$ cat config.mk
export PLATFORM = sky130hd
export DESIGN_NAME = block_aligned_range_splitter_core
export DESIGN_NICKNAME = d
export VERILOG_FILES = /design/src/rtl/brs_pkg.sv /design/src/rtl/brs_div.sv /design/src/rtl/brs_dp.sv /design/src/rtl/brs_ctrl.sv /design/src/rtl/block_aligned_range_splitter_core.sv
export SDC_FILE = /design/constraint.sdc
export NUM_CORES = 2
export LEC_CHECK = 0
export ABC_AREA = 1
export ABC_CLOCK_PERIOD_IN_PS = 21400
export BUFFER_PORTS_ARGS = -buffer_cell sky130_fd_sc_hd__buf_4
export CAP_MARGIN = 20
export CORE_MARGIN = 3
export CORE_UTILIZATION = 40
export CTS_BUF_LIST = sky130_fd_sc_hd__clkbuf_2
export DETAILED_ROUTE_END_ITERATION = 8
export PLACE_DENSITY = 0.55
export SETUP_SLACK_MARGIN = 0.15
export SLEW_MARGIN = 10
export SYNTH_ARGS = -nofsm -noshare
export SYNTH_HDL_FRONTEND = slang
export SYNTH_HIERARCHICAL = 1
export SYNTH_SLANG_ARGS = --single-unit
$ cat constraint.sdc
create_clock -name clk_i -period 21.4 [get_ports clk_i]
set_input_delay 5.35 -clock clk_i [delete_from_list [all_inputs] [get_ports clk_i]]
set_output_delay 5.35 -clock clk_i [all_outputs]
set_load 0.005 [all_outputs]
$ cat src/rtl/brs_pkg.sv
`timescale 1ns / 1ps

package brs_pkg;

  localparam int MaxRangesDefault = 64;
  localparam int DivSteps         = 64;

  localparam logic [31:0] BlockSizeReset = 32'd4096;
  localparam logic [63:0] MaxRangeReset  = 64'd1048576;

  localparam logic CFG_BLOCK_SIZE = 1'b0;
  localparam logic CFG_MAX_RANGE  = 1'b1;

  localparam logic [2:0] ST_RANGE           = 3'd0;
  localparam logic [2:0] ST_ZERO_LIMIT      = 3'd1;
  localparam logic [2:0] ST_BLOCK_TOO_LARGE = 3'd2;
  localparam logic [2:0] ST_NOTHING         = 3'd3;
  localparam logic [2:0] ST_TRUNCATED       = 3'd4;

  typedef enum logic [1:0] {
    SEL_OFF,
    SEL_END,
    SEL_MAX
  } brs_sel_e;

  typedef struct packed {
    logic     load;
    logic     cap_end;
    logic     div_start;
    brs_sel_e div_sel;
    logic     cap_begin;
    logic     cap_pad;
    logic     cap_full;
    logic     cap_aend;
    logic     init;
    logic     emit_err;
    logic     emit_range;
  } brs_cmd_t;

  typedef struct packed {
    logic err;
    logic div_done;
    logic split_last;
  } brs_stat_t;

endpackage

$ cat src/rtl/brs_div.sv
`timescale 1ns / 1ps

module brs_div (
  input  logic        clk_i,
  input  logic        rst_ni,
  input  logic        start_i,
  input  logic [63:0] dividend_i,
  input  logic [31:0] divisor_i,
  output logic        done_o,
  output logic [31:0] rem_o
);
  import brs_pkg::*;

  localparam int CntW = $clog2(DivSteps);

  logic            busy_q, busy_d;
  logic            done_q, done_d;
  logic [CntW-1:0] cnt_q, cnt_d;
  logic [63:0]     dvd_q, dvd_d;
  logic [31:0]     rem_q, rem_d;
  logic [32:0]     trial;

  // restoring remainder step, one dividend bit per cycle
  assign trial = {rem_q, dvd_q[63]};

  always_comb begin
    busy_d = busy_q;
    done_d = 1'b0;
    cnt_d  = cnt_q;
    dvd_d  = dvd_q;
    rem_d  = rem_q;
    if (start_i) begin
      busy_d = 1'b1;
      cnt_d  = '0;
      dvd_d  = dividend_i;
      rem_d  = '0;
    end else if (busy_q) begin
      dvd_d = {dvd_q[62:0], 1'b0};
      if (trial >= {1'b0, divisor_i}) begin
        rem_d = 32'(trial - {1'b0, divisor_i});
      end else begin
        rem_d = trial[31:0];
      end
      cnt_d = cnt_q + 1'b1;
      if (cnt_q == CntW'(DivSteps - 1)) begin
        busy_d = 1'b0;
        done_d = 1'b1;
      end
    end
  end

  always_ff @(posedge clk_i or negedge rst_ni) begin
    if (!rst_ni) begin
      busy_q <= 1'b0;
      done_q <= 1'b0;
      cnt_q  <= '0;
    end else begin
      busy_q <= busy_d;
      done_q <= done_d;
      cnt_q  <= cnt_d;
    end
  end

  always_ff @(posedge clk_i) begin
    dvd_q <= dvd_d;
    rem_q <= rem_d;
  end

  assign done_o = done_q;
  assign rem_o  = rem_q;

endmodule

$ cat src/rtl/brs_dp.sv
`timescale 1ns / 1ps

module brs_dp #(
  parameter int MAX_RANGES = brs_pkg::MaxRangesDefault
) (
  input  logic              clk_i,
  input  logic              rst_ni,
  input  brs_pkg::brs_cmd_t cmd_i,
  output brs_pkg::brs_stat_t stat_o,
  input  logic [63:0]       object_size_i,
  input  logic [63:0]       req_offset_i,
  input  logic [63:0]       req_length_i,
  input  logic              cfg_we_i,
  input  logic              cfg_idx_i,
  input  logic [63:0]       cfg_wdata_i,
  output logic              result_valid_o,
  output logic [63:0]       range_offset_o,
  output logic [63:0]       range_length_o,
  output logic [2:0]        status_o,
  output logic              last_o
);
  import brs_pkg::*;

  localparam int CntW = (MAX_RANGES > 1) ? $clog2(MAX_RANGES) : 1;

  logic [31:0]     bs_q;
  logic [63:0]     mx_q;
  logic [63:0]     osize_q, off_q, len_q;
  logic [63:0]     end_q, begin_q, full_q, aend_q;
  logic [31:0]     pad_q;
  logic            rem_zero_q;
  logic [63:0]     pos_q, left_q;
  logic [CntW-1:0] cnt_q;

  logic            ovalid_q;
  logic [63:0]     ooff_q, olen_q;
  logic [2:0]      ost_q;
  logic            olast_q;

  logic [63:0] dividend;
  logic [31:0] rem;
  logic        div_done;

  logic        zero_lim, too_big, nothing;
  logic [2:0]  err_code;
  logic [64:0] req_sum, pad_sum;
  logic [63:0] end_d, aend_d;
  logic [63:0] piece;
  logic        full_lt, at_cap, split_last;

  always_comb begin
    case (cmd_i.div_sel)
      SEL_OFF: dividend = off_q;
      SEL_END: dividend = end_q;
      SEL_MAX: dividend = mx_q;
      default: dividend = off_q;
    endcase
  end

  brs_div u_div (
    .clk_i      (clk_i),
    .rst_ni     (rst_ni),
    .start_i    (cmd_i.div_start),
    .dividend_i (dividend),
    .divisor_i  (bs_q),
    .done_o     (div_done),
    .rem_o      (rem)
  );

  assign zero_lim = (bs_q == '0) || (mx_q == '0);
  assign too_big  = {32'd0, bs_q} > mx_q;
  assign nothing  = (len_q == '0) || (off_q >= osize_q);

  always_comb begin
    if (zero_lim) begin
      err_code = ST_ZERO_LIMIT;
    end else if (too_big) begin
      err_code = ST_BLOCK_TOO_LARGE;
    end else begin
      err_code = ST_NOTHING;
    end
  end

  // overflowing end falls back to the object size
  assign req_sum = {1'b0, off_q} + {1'b0, len_q};
  assign end_d   = (req_sum[64] || (req_sum[63:0] > osize_q)) ? osize_q : req_sum[63:0];

  assign pad_sum = {1'b0, end_q} + {33'd0, pad_q};
  always_comb begin
    if (rem_zero_q) begin
      aend_d = end_q;
    end else if (pad_sum[64] || (pad_sum[63:0] > osize_q)) begin
      aend_d = osize_q;
    end else begin
      aend_d = pad_sum[63:0];
    end
  end

  assign full_lt    = full_q < left_q;
  assign piece      = full_lt ? full_q : left_q;
  assign at_cap     = (cnt_q == CntW'(MAX_RANGES - 1));
  assign split_last = !full_lt || at_cap;

  assign stat_o.err        = zero_lim || too_big || nothing;
  assign stat_o.div_done   = div_done;
  assign stat_o.split_last = split_last;

  always_ff @(posedge clk_i or negedge rst_ni) begin
    if (!rst_ni) begin
      bs_q <= BlockSizeReset;
      mx_q <= MaxRangeReset;
    end else if (cfg_we_i) begin
      case (cfg_idx_i)
        CFG_BLOCK_SIZE: bs_q <= cfg_wdata_i[31:0];
        CFG_MAX_RANGE:  mx_q <= cfg_wdata_i;
        default:        bs_q <= bs_q;
      endcase
    end
  end

  always_ff @(posedge clk_i) begin
    if (cmd_i.load) begin
      osize_q <= object_size_i;
      off_q   <= req_offset_i;
      len_q   <= req_length_i;
    end
    if (cmd_i.cap_end) begin
      end_q <= end_d;
    end
    if (cmd_i.cap_begin) begin
      begin_q <= off_q - {32'd0, rem};
    end
    if (cmd_i.cap_pad) begin
      pad_q      <= bs_q - rem;
      rem_zero_q <= (rem == '0);
    end
    if (cmd_i.cap_full) begin
      full_q <= mx_q - {32'd0, rem};
    end
    if (cmd_i.cap_aend) begin
      aend_q <= aend_d;
    end
    if (cmd_i.init) begin
      pos_q  <= begin_q;
      left_q <= aend_q - begin_q;
    end else if (cmd_i.emit_range) begin
      pos_q  <= pos_q + piece;
      left_q <= left_q - piece;
    end
  end

  always_ff @(posedge clk_i or negedge rst_ni) begin
    if (!rst_ni) begin
      cnt_q <= '0;
    end else if (cmd_i.init) begin
      cnt_q <= '0;
    end else if (cmd_i.emit_range && !at_cap) begin
      cnt_q <= cnt_q + 1'b1;
    end
  end

  always_ff @(posedge clk_i or negedge rst_ni) begin
    if (!rst_ni) begin
      ovalid_q <= 1'b0;
    end else begin
      ovalid_q <= cmd_i.emit_err || cmd_i.emit_range;
    end
  end

  always_ff @(posedge clk_i) begin
    if (cmd_i.emit_err) begin
      ooff_q  <= '0;
      olen_q  <= '0;
      ost_q   <= err_code;
      olast_q <= 1'b1;
    end else if (cmd_i.emit_range) begin
      ooff_q  <= pos_q;
      olen_q  <= piece;
      ost_q   <= (at_cap && full_lt) ? ST_TRUNCATED : ST_RANGE;
      olast_q <= split_last;
    end
  end

  assign result_valid_o = ovalid_q;
  assign range_offset_o = ooff_q;
  assign range_length_o = olen_q;
  assign status_o       = ost_q;
  assign last_o         = olast_q;

endmodule

$ cat src/rtl/brs_ctrl.sv
`timescale 1ns / 1ps

module brs_ctrl (
  input  logic               clk_i,
  input  logic               rst_ni,
  input  logic               start_i,
  output logic               busy_o,
  input  brs_pkg::brs_stat_t stat_i,
  output brs_pkg::brs_cmd_t  cmd_o
);
  import brs_pkg::*;

  typedef enum logic [7:0] {
    S_IDLE  = 8'b0000_0001,
    S_CHECK = 8'b0000_0010,
    S_DOFF  = 8'b0000_0100,
    S_DEND  = 8'b0000_1000,
    S_DMAX  = 8'b0001_0000,
    S_ALIGN = 8'b0010_0000,
    S_INIT  = 8'b0100_0000,
    S_SPLIT = 8'b1000_0000
  } brs_state_e;

  brs_state_e state_q, state_d;

  always_comb begin
    state_d = state_q;
    cmd_o   = '0;
    cmd_o.div_sel = SEL_OFF;
    case (state_q)
      S_IDLE: begin
        if (start_i) begin
          cmd_o.load = 1'b1;
          state_d    = S_CHECK;
        end
      end
      S_CHECK: begin
        cmd_o.cap_end = 1'b1;
        if (stat_i.err) begin
          cmd_o.emit_err = 1'b1;
          state_d        = S_IDLE;
        end else begin
          cmd_o.div_start = 1'b1;
          cmd_o.div_sel   = SEL_OFF;
          state_d         = S_DOFF;
        end
      end
      S_DOFF: begin
        if (stat_i.div_done) begin
          cmd_o.cap_begin = 1'b1;
          cmd_o.div_start = 1'b1;
          cmd_o.div_sel   = SEL_END;
          state_d         = S_DEND;
        end
      end
      S_DEND: begin
        if (stat_i.div_done) begin
          cmd_o.cap_pad   = 1'b1;
          cmd_o.div_start = 1'b1;
          cmd_o.div_sel   = SEL_MAX;
          state_d         = S_DMAX;
        end
      end
      S_DMAX: begin
        if (stat_i.div_done) begin
          cmd_o.cap_full = 1'b1;
          state_d        = S_ALIGN;
        end
      end
      S_ALIGN: begin
        cmd_o.cap_aend = 1'b1;
        state_d        = S_INIT;
      end
      S_INIT: begin
        cmd_o.init = 1'b1;
        state_d    = S_SPLIT;
      end
      S_SPLIT: begin
        cmd_o.emit_range = 1'b1;
        if (stat_i.split_last) begin
          state_d = S_IDLE;
        end
      end
      default: state_d = S_IDLE;
    endcase
  end

  always_ff @(posedge clk_i or negedge rst_ni) begin
    if (!rst_ni) begin
      state_q <= S_IDLE;
    end else begin
      state_q <= state_d;
    end
  end

  assign busy_o = (state_q != S_IDLE);

endmodule

$ cat src/rtl/block_aligned_range_splitter_core.sv
`timescale 1ns / 1ps

// channel   direction  handshake                     payload
// request   in         start_i high, busy_o low      object_size_i req_offset_i req_length_i
// result    out        result_valid_o, one cycle     range_offset_o range_length_o status_o last_o
// config    in         cfg_we_i                      cfg_idx_i cfg_wdata_i
//
// Error and empty requests: the request is loaded, checked, and one final error result is registered.
// Otherwise three remainder passes (offset, end, max range) on one shared bit-serial divider,
// then the align and init steps, then one range per cycle.
// busy_o stays high until the final result is loaded; results cannot be stalled.
// Reset is asynchronous, active low, and restores the configuration defaults.

module block_aligned_range_splitter_core #(
  parameter int MAX_RANGES = brs_pkg::MaxRangesDefault
) (
  input  logic        clk_i,
  input  logic        rst_ni,
  input  logic        start_i,
  output logic        busy_o,
  input  logic [63:0] object_size_i,
  input  logic [63:0] req_offset_i,
  input  logic [63:0] req_length_i,
  input  logic        cfg_we_i,
  input  logic        cfg_idx_i,
  input  logic [63:0] cfg_wdata_i,
  output logic        result_valid_o,
  output logic [63:0] range_offset_o,
  output logic [63:0] range_length_o,
  output logic [2:0]  status_o,
  output logic        last_o
);
  import brs_pkg::*;

  brs_cmd_t  cmd;
  brs_stat_t stat;

  brs_ctrl u_ctrl (
    .clk_i   (clk_i),
    .rst_ni  (rst_ni),
    .start_i (start_i),
    .busy_o  (busy_o),
    .stat_i  (stat),
    .cmd_o   (cmd)
  );

  brs_dp #(
    .MAX_RANGES (MAX_RANGES)
  ) u_dp (
    .clk_i          (clk_i),
    .rst_ni         (rst_ni),
    .cmd_i          (cmd),
    .stat_o         (stat),
    .object_size_i  (object_size_i),
    .req_offset_i   (req_offset_i),
    .req_length_i   (req_length_i),
    .cfg_we_i       (cfg_we_i),
    .cfg_idx_i      (cfg_idx_i),
    .cfg_wdata_i    (cfg_wdata_i),
    .result_valid_o (result_valid_o),
    .range_offset_o (range_offset_o),
    .range_length_o (range_length_o),
    .status_o       (status_o),
    .last_o         (last_o)
  );

endmodule

# [Word-level counts from Yosys, hierarchy flattened]
# Cells that the tools add are included.
[word_totals] regBits=956 latch_bits=0 mem_bits_rw=0 rom_bits=0 mem_count=0
[op_classes] n_addsub=11 mul=0 div_mod_pow=0 order_cmp=6 n_eq_ne=18 n_shift=0 mux=50 n_bitwise=1 n_reduce_logical=23
[op_table] op="2-to-1 mux 64 bit" count=10
[op_table] op="greater-than comparator 64 bit" count=2
[op_table] op="logical NOT 64 bit" count=2
[op_table] op="case mux 64 bit (2 select lines)" count=1
[op_table] op="subtractor 64 x 32 -> 64 bit" count=2
[op_table] op="subtractor 64 bit" count=2
[op_table] op="adder 64 x 32 -> 65 bit" count=1
[op_table] op="adder 64 x 64 -> 65 bit" count=1
[op_table] op="adder 64 bit" count=1
[op_table] op="greater-or-equal comparator 64 bit" count=1
[op_table] op="greater-than comparator 32 x 64 -> 1 bit" count=1
[op_table] op="logical NOT 32 bit" count=2
[op_table] op="less-than comparator 64 bit" count=1
[op_table] op="case mux 8 bit (8 select lines)" count=1
[op_table] op="subtractor 32 bit" count=2
[op_table] op="2-to-1 mux 8 bit" count=5
[op_table] op="greater-or-equal comparator 33 x 32 -> 1 bit" count=1
[op_table] op="2-to-1 mux 32 bit" count=1
[op_table] op="2-to-1 mux 6 bit" count=4
[op_table] op="2-to-1 mux 3 bit" count=7
[op_table] op="2-to-1 mux 1 bit" count=19
[op_table] op="adder 6 x 1 -> 6 bit, second input constant" count=2
[op_table] op="== test 6 bit, second input constant" count=2
[op_table] op="case mux 3 bit (3 select lines)" count=1
[op_table] op="other kinds (21)" count=37

# [Depth between registers and ports, before layout]
[logic_depth] word_depth=9 mapped_depth=36 mapped_depth_nobuf=34

# [Hierarchy]
# The synthesis kept the hierarchy.
[by_module_without_submodules] module="brs_dp" instances=1 cells_each=9285 area_per_inst_um2=67962.7 seq_area_each_um2=23540.1
[by_module_without_submodules] module="brs_div" instances=1 cells_each=1064 area_per_inst_um2=7130.6 seq_area_each_um2=2762.6
[by_module_without_submodules] module="brs_ctrl" instances=1 cells_each=87 area_per_inst_um2=611.8 seq_area_each_um2=201.4

# [Worst setup path after synthesis]
# No wires, ideal clock.
[synth_timing] kind="in2reg" startpoint="in start_i" endpoint="reg u_dp.len_q[0], enable pin" arrival_ns=13.297 required_time_ns=20.653 setup_slack_ns=7.356 stages=2 path_buffers=0 path_cell_list="inv_1 nor2_1"
[synth_lines] element="from (decl)" line_no="block_aligned_range_splitter_core.sv:19" rtl="input logic start_i,"
[synth_lines] element="to (signal assigned)" line_no="brs_dp.sv:125" rtl="len_q <= req_length_i;"
[synth_lines] element="to (decl)" line_no="brs_dp.sv:28" rtl="logic [63:0] osize_q, off_q, len_q;"

# [Final worst setup path]
[layout_timing] startpoint="reg u_ctrl.state_q[0]" endpoint="out busy_o"
[layout_via] elab_chain_len=1
[layout_rtl] element="from (decl)" line_no="brs_ctrl.sv:24" rtl="brs_state_e state_q, state_d;"
[layout_rtl] element="from (signal assigned)" line_no="brs_ctrl.sv:92" rtl="state_q <= state_d;"
[layout_rtl] element="inequality test 8 x 1 -> 1 bit" line_no="brs_ctrl.sv:96" rtl="assign busy_o = (state_q != S_IDLE);"
[layout_rtl] element="to (decl)" line_no="block_aligned_range_splitter_core.sv:20" rtl="output logic busy_o,"
# No other way between the ends.

==> flow_summary.toml <==
[sta]
tightestPinTransition_ns = 1.244
setup_viol = 0
max_clock_freq_mhz = 123.4
rsz0062_at_grt = "no"
slew_headroom_pct = 17.08
fin_crit_ns = 8.101
hold_violations = 0
final_max_slew_viol_count = 0
fin_skew_ns = 0.2139
period_share_pct = 37.85
fin_tns_setup_ns = 0

[power_and_ir_drop]
seqPwrFrac_pct = 53.3
combPwrFrac_pct = 9.8
p_total_mw = 3.867
ir_worst_vdd_uv = 55.35
power.share.clock_pct = 36.9
power_density_nw_per_um2 = 46.09
p_leak_nw = 38.68
p_sw_share_pct = 29.96
intPower_mw = 2.708
p_sw_mw = 1.159

[clocking]
clk_pin_slew_worst_paths_ns = 0.10
ctsResizeCount = 0
cts_buffer_depth = 4
cts.hold.buffers_added = 0
clock_latency_ns = 1.84
numCtsBuffers = 289
cts_tree = "built"
clock-sinks = 956
htree_levels = 5
root_buffer = "clkbuf_2"
postCtsSetupBuffers = 0

[yosys]
synth_seq_cells = 956
syn-num-nets = 11410
async_reset_ff_share_pct = 12.45
avgSynthCellArea_um2 = 7.254
dominantRegCellSynth = "edfxtp_1"
yosysWarningCount = 6
yosysSeqAreaShare_pct = 35.01
synth_edf_count = 676
synth_cell_type_count = 68
netlist_area_um2 = 75710
synthCells = 10440

[placement]
hpwlAfterDp_mm = 274.0
place_congestion = 1.005
portBuffers = 394

[die]
core-area_um2 = 188000
die_x_um = 441.0
num_rows = 159
die_height_um = 441.0
pin_count = 395
initial_core_util_pct = 40.27
die_area_um2 = 194500

[critical_path]
worstSetupPathType = "reg -> out"
max_stage_delay_ns = 0.54
cp-end-kind = "primary output"
cp_max_fo = 4
crit_required_ns = 16.05
cp.arrival_ns = 2.75
critPathBufInv = 1
cp_cell_sequence = "nand2_1 -> nor2_2 -> nand2_2 -> buf_4"
slowest_stage = "dfstp_2"
crit_family = "flip-flops"
cp-start-kind = "flip-flop"

[route]
drc = 0
drt-initial-drc-count = 6774
firstDrtPassIters = 8
vias = 74750
via_per_inst = 5.473
final_antenna_net_count = 0
wl_per_cell_um = 23.98
routed_wl_mm = 327.6

[min_path]
hp-class = "reg -> reg"

[final_layout]
area_growth_pct = 10.81
fillerInstances = 19740
finish.utilization_pct = 44.62
nets = 11940
drive_gt1_share_pct = 9.291

[global_routing]
grtUsageTotal_pct = 32.75
antenna_found_initial = 13
grt_pass1_wl_mm = 467.4
grt_pass1_vias = 73090
grt_max_degree = 111
overflow = 0

[run]
maxCapViolCount = 0

[outcome]
outcome = "finished clean"
==> cells in the mapped netlist, drive strengths merged, types with 83 or more instances <==
master,count,share of area [%]
xor2,205,2.4
nand4,88,0.75
nor2,976,4.9
nand3,668,4.4
nor3,137,0.91
dfrtp,116,3.8
dfxtp,161,4.3
inv,1585,7.9
a31oi,83,0.69
a21oi,928,6.2
ha,703,12
clkbuf,146,0.72
o21a,96,0.95
nand2,2480,12
edfxtp,676,27
o21ai,764,5.1
==> metal layers <==
layer	wire, um	GRT usage (%)	vias to the layer above
li1	-	-	36110
met1	140700	42.75	35140
met2	145800	52.29	2847
met3	23420	5.666	658
met4	17710	16.00	0
met5	0	0	-
==> registers in the layout (all words and copies together) (netlist names), 64 cells and up <==
register / count
u_dp/range_offset_o: 64
u_dp/u_div/dvd_q: 64
u_dp/left_q: 64
u_dp/full_q: 64
u_dp/begin_q: 64
u_dp/osize_q: 64
u_dp/len_q: 64
u_dp/end_q: 64
u_dp/range_length_o: 64
u_dp/off_q: 64
u_dp/aend_q: 64
u_dp/pos_q: 64
u_dp/mx_q: 64
==> stage by stage <==
step	std cells	cell area, um2	setup slack [ns]	hold slack, ns
after floorplan	10440	75710	7.356	0.4561
after global placement	13170	81350	12.92	0.4502
after detailed placement	13170	81380	12.86	0.4540
final	13660	83890	13.30	0.3573
after global routing	13660	83880	13.03	0.4166
after CTS	13650	83860	13.11	0.3475
==> power groups by stage <==
stage | Sequential (mW) | Clock, mW | Combinational, mW
6_report | 2.06 | 1.43 | 0.378
4_1_cts | 2.06 | 1.48 | 0.372
3_5_place_dp | 2.10 | 0 | 0.370
3_3_place_gp | 2.10 | 0 | 0.365
5_1_grt | 2.06 | 1.58 | 0.418
2_1_floorplan | 2.06 | 0 | 0.228
==> cells by family after synthesis <==
group / after synthesis / synth area share, %
XOR/XNOR: 274 / 3.170
multiplexers: 4 / 0.05784
AND/OR/NAND/NOR: 4565 / 25.37
adder cells (fa/ha/maj): 712 / 11.86
buffers and inverters: 1803 / 9.168
AO/OA/AOI/OAI: 2122 / 15.37
flip-flops: 956 / 35.01
==> worst register-to-register path, stage by stage, from the launching register on <==
cell and delay, ns:
edfxtp_1 0.62, inv_1 0.39, fa_1 0.55, nand3b_1 0.17, nand2_1 0.14, a21boi_1 0.14
o21bai_1 0.49, a21boi_1 0.19, o21ai_0 0.58, xor2_1 0.20, ha_1 0.33, nand2_1 0.04
inv_1 0.08, nand3_1 0.07, nor2_1 0.15, nand2_1 0.12, nor4_2 0.68, nand2_1 0.15
nand2_2 0.09, buf_4 0.55, nand2_4 0.63, nand2_1 0.22, nand2_1 0.08
==> layout by cell type, fill, tap and decap left out, types with 9 or more instances in the layout <==
cell | Yosys | routed
a21boi_0 | 22 | 22
buf_4 | 11 | 447
xnor2_1 | 69 | 69
nor2_1 | 958 | 953
o22ai_1 | 34 | 34
o21ai_0 | 721 | 721
inv_2 | 19 | 28
nand3_1 | 664 | 664
edfxtp_1 | 676 | 676
a21o_1 | 69 | 69
inv_1 | 1566 | 1558
nor3_1 | 136 | 135
dfxtp_1 | 161 | 161
a221oi_1 | 9 | 9
ha_1 | 703 | 703
o21ai_1 | 42 | 42
o211ai_1 | 18 | 18
nand2_2 | 14 | 16
clkinv_1 | 3 | 53
a31oi_1 | 83 | 83
and2_1 | 11 | 11
a21oi_1 | 921 | 921
nand3b_1 | 49 | 49
nor4_1 | 74 | 72
dfrtp_1 | 116 | 116
a211oi_1 | 9 | 9
o21bai_1 | 59 | 59
o2111ai_1 | 9 | 9
fa_1 | 9 | 9
nand2_4 | 8 | 13
xor2_1 | 205 | 205
clkbuf_2 | 0 | 398
o21a_1 | 96 | 96
diode_2 | 0 | 14
nand4_1 | 87 | 87
and3_1 | 19 | 19
nor2_2 | 14 | 15
clkinv_2 | 0 | 18
nand2_1 | 2458 | 2451
or2_2 | 49 | 49
==> final timing paths <==
check | from | end | slack (ns) | cells after the start
min in group asynchronous | rst_ni | u_dp/mx_q[30]$_DFFE_PN0P_ | 3.50 | 1
setup / recovery | u_ctrl/state_q[0]$_DFFE_PN1P_ | busy_o | 13.30 | 4
hold / removal | u_dp/u_div/dvd_q[22]$_DFFE_PP_ | u_dp/u_div/dvd_q[23]$_DFFE_PP_ | 0.36 | 2
setup reg to reg | u_dp/off_q[1]$_DFFE_PP_ | u_dp/end_q[42]$_DFFE_PP_ | 14.41 | 22
hold reg to reg | u_dp/u_div/dvd_q[22]$_DFFE_PP_ | u_dp/u_div/dvd_q[23]$_DFFE_PP_ | 0.36 | 2
max in group asynchronous | rst_ni | u_dp/mx_q[56]$_DFFE_PN0P_ | 16.45 | 2
==> layout make-up <==
type | instances | area, um2 | area share (%)
diodes | 14 | 35.03 | 0.04176
clock buffers | 398 | 1992 | 2.374
multi-input cells | 7677 | 42350 | 50.49
repair buffers | 452 | 3432 | 4.091
flip-flops and latches | 956 | 26500 | 31.59
inverters | 1588 | 5969 | 7.116
clock inverters | 79 | 483.0 | 0.5757
well taps | 2495 | 3122 | 3.721
Power figures use the tool's default switching activity.
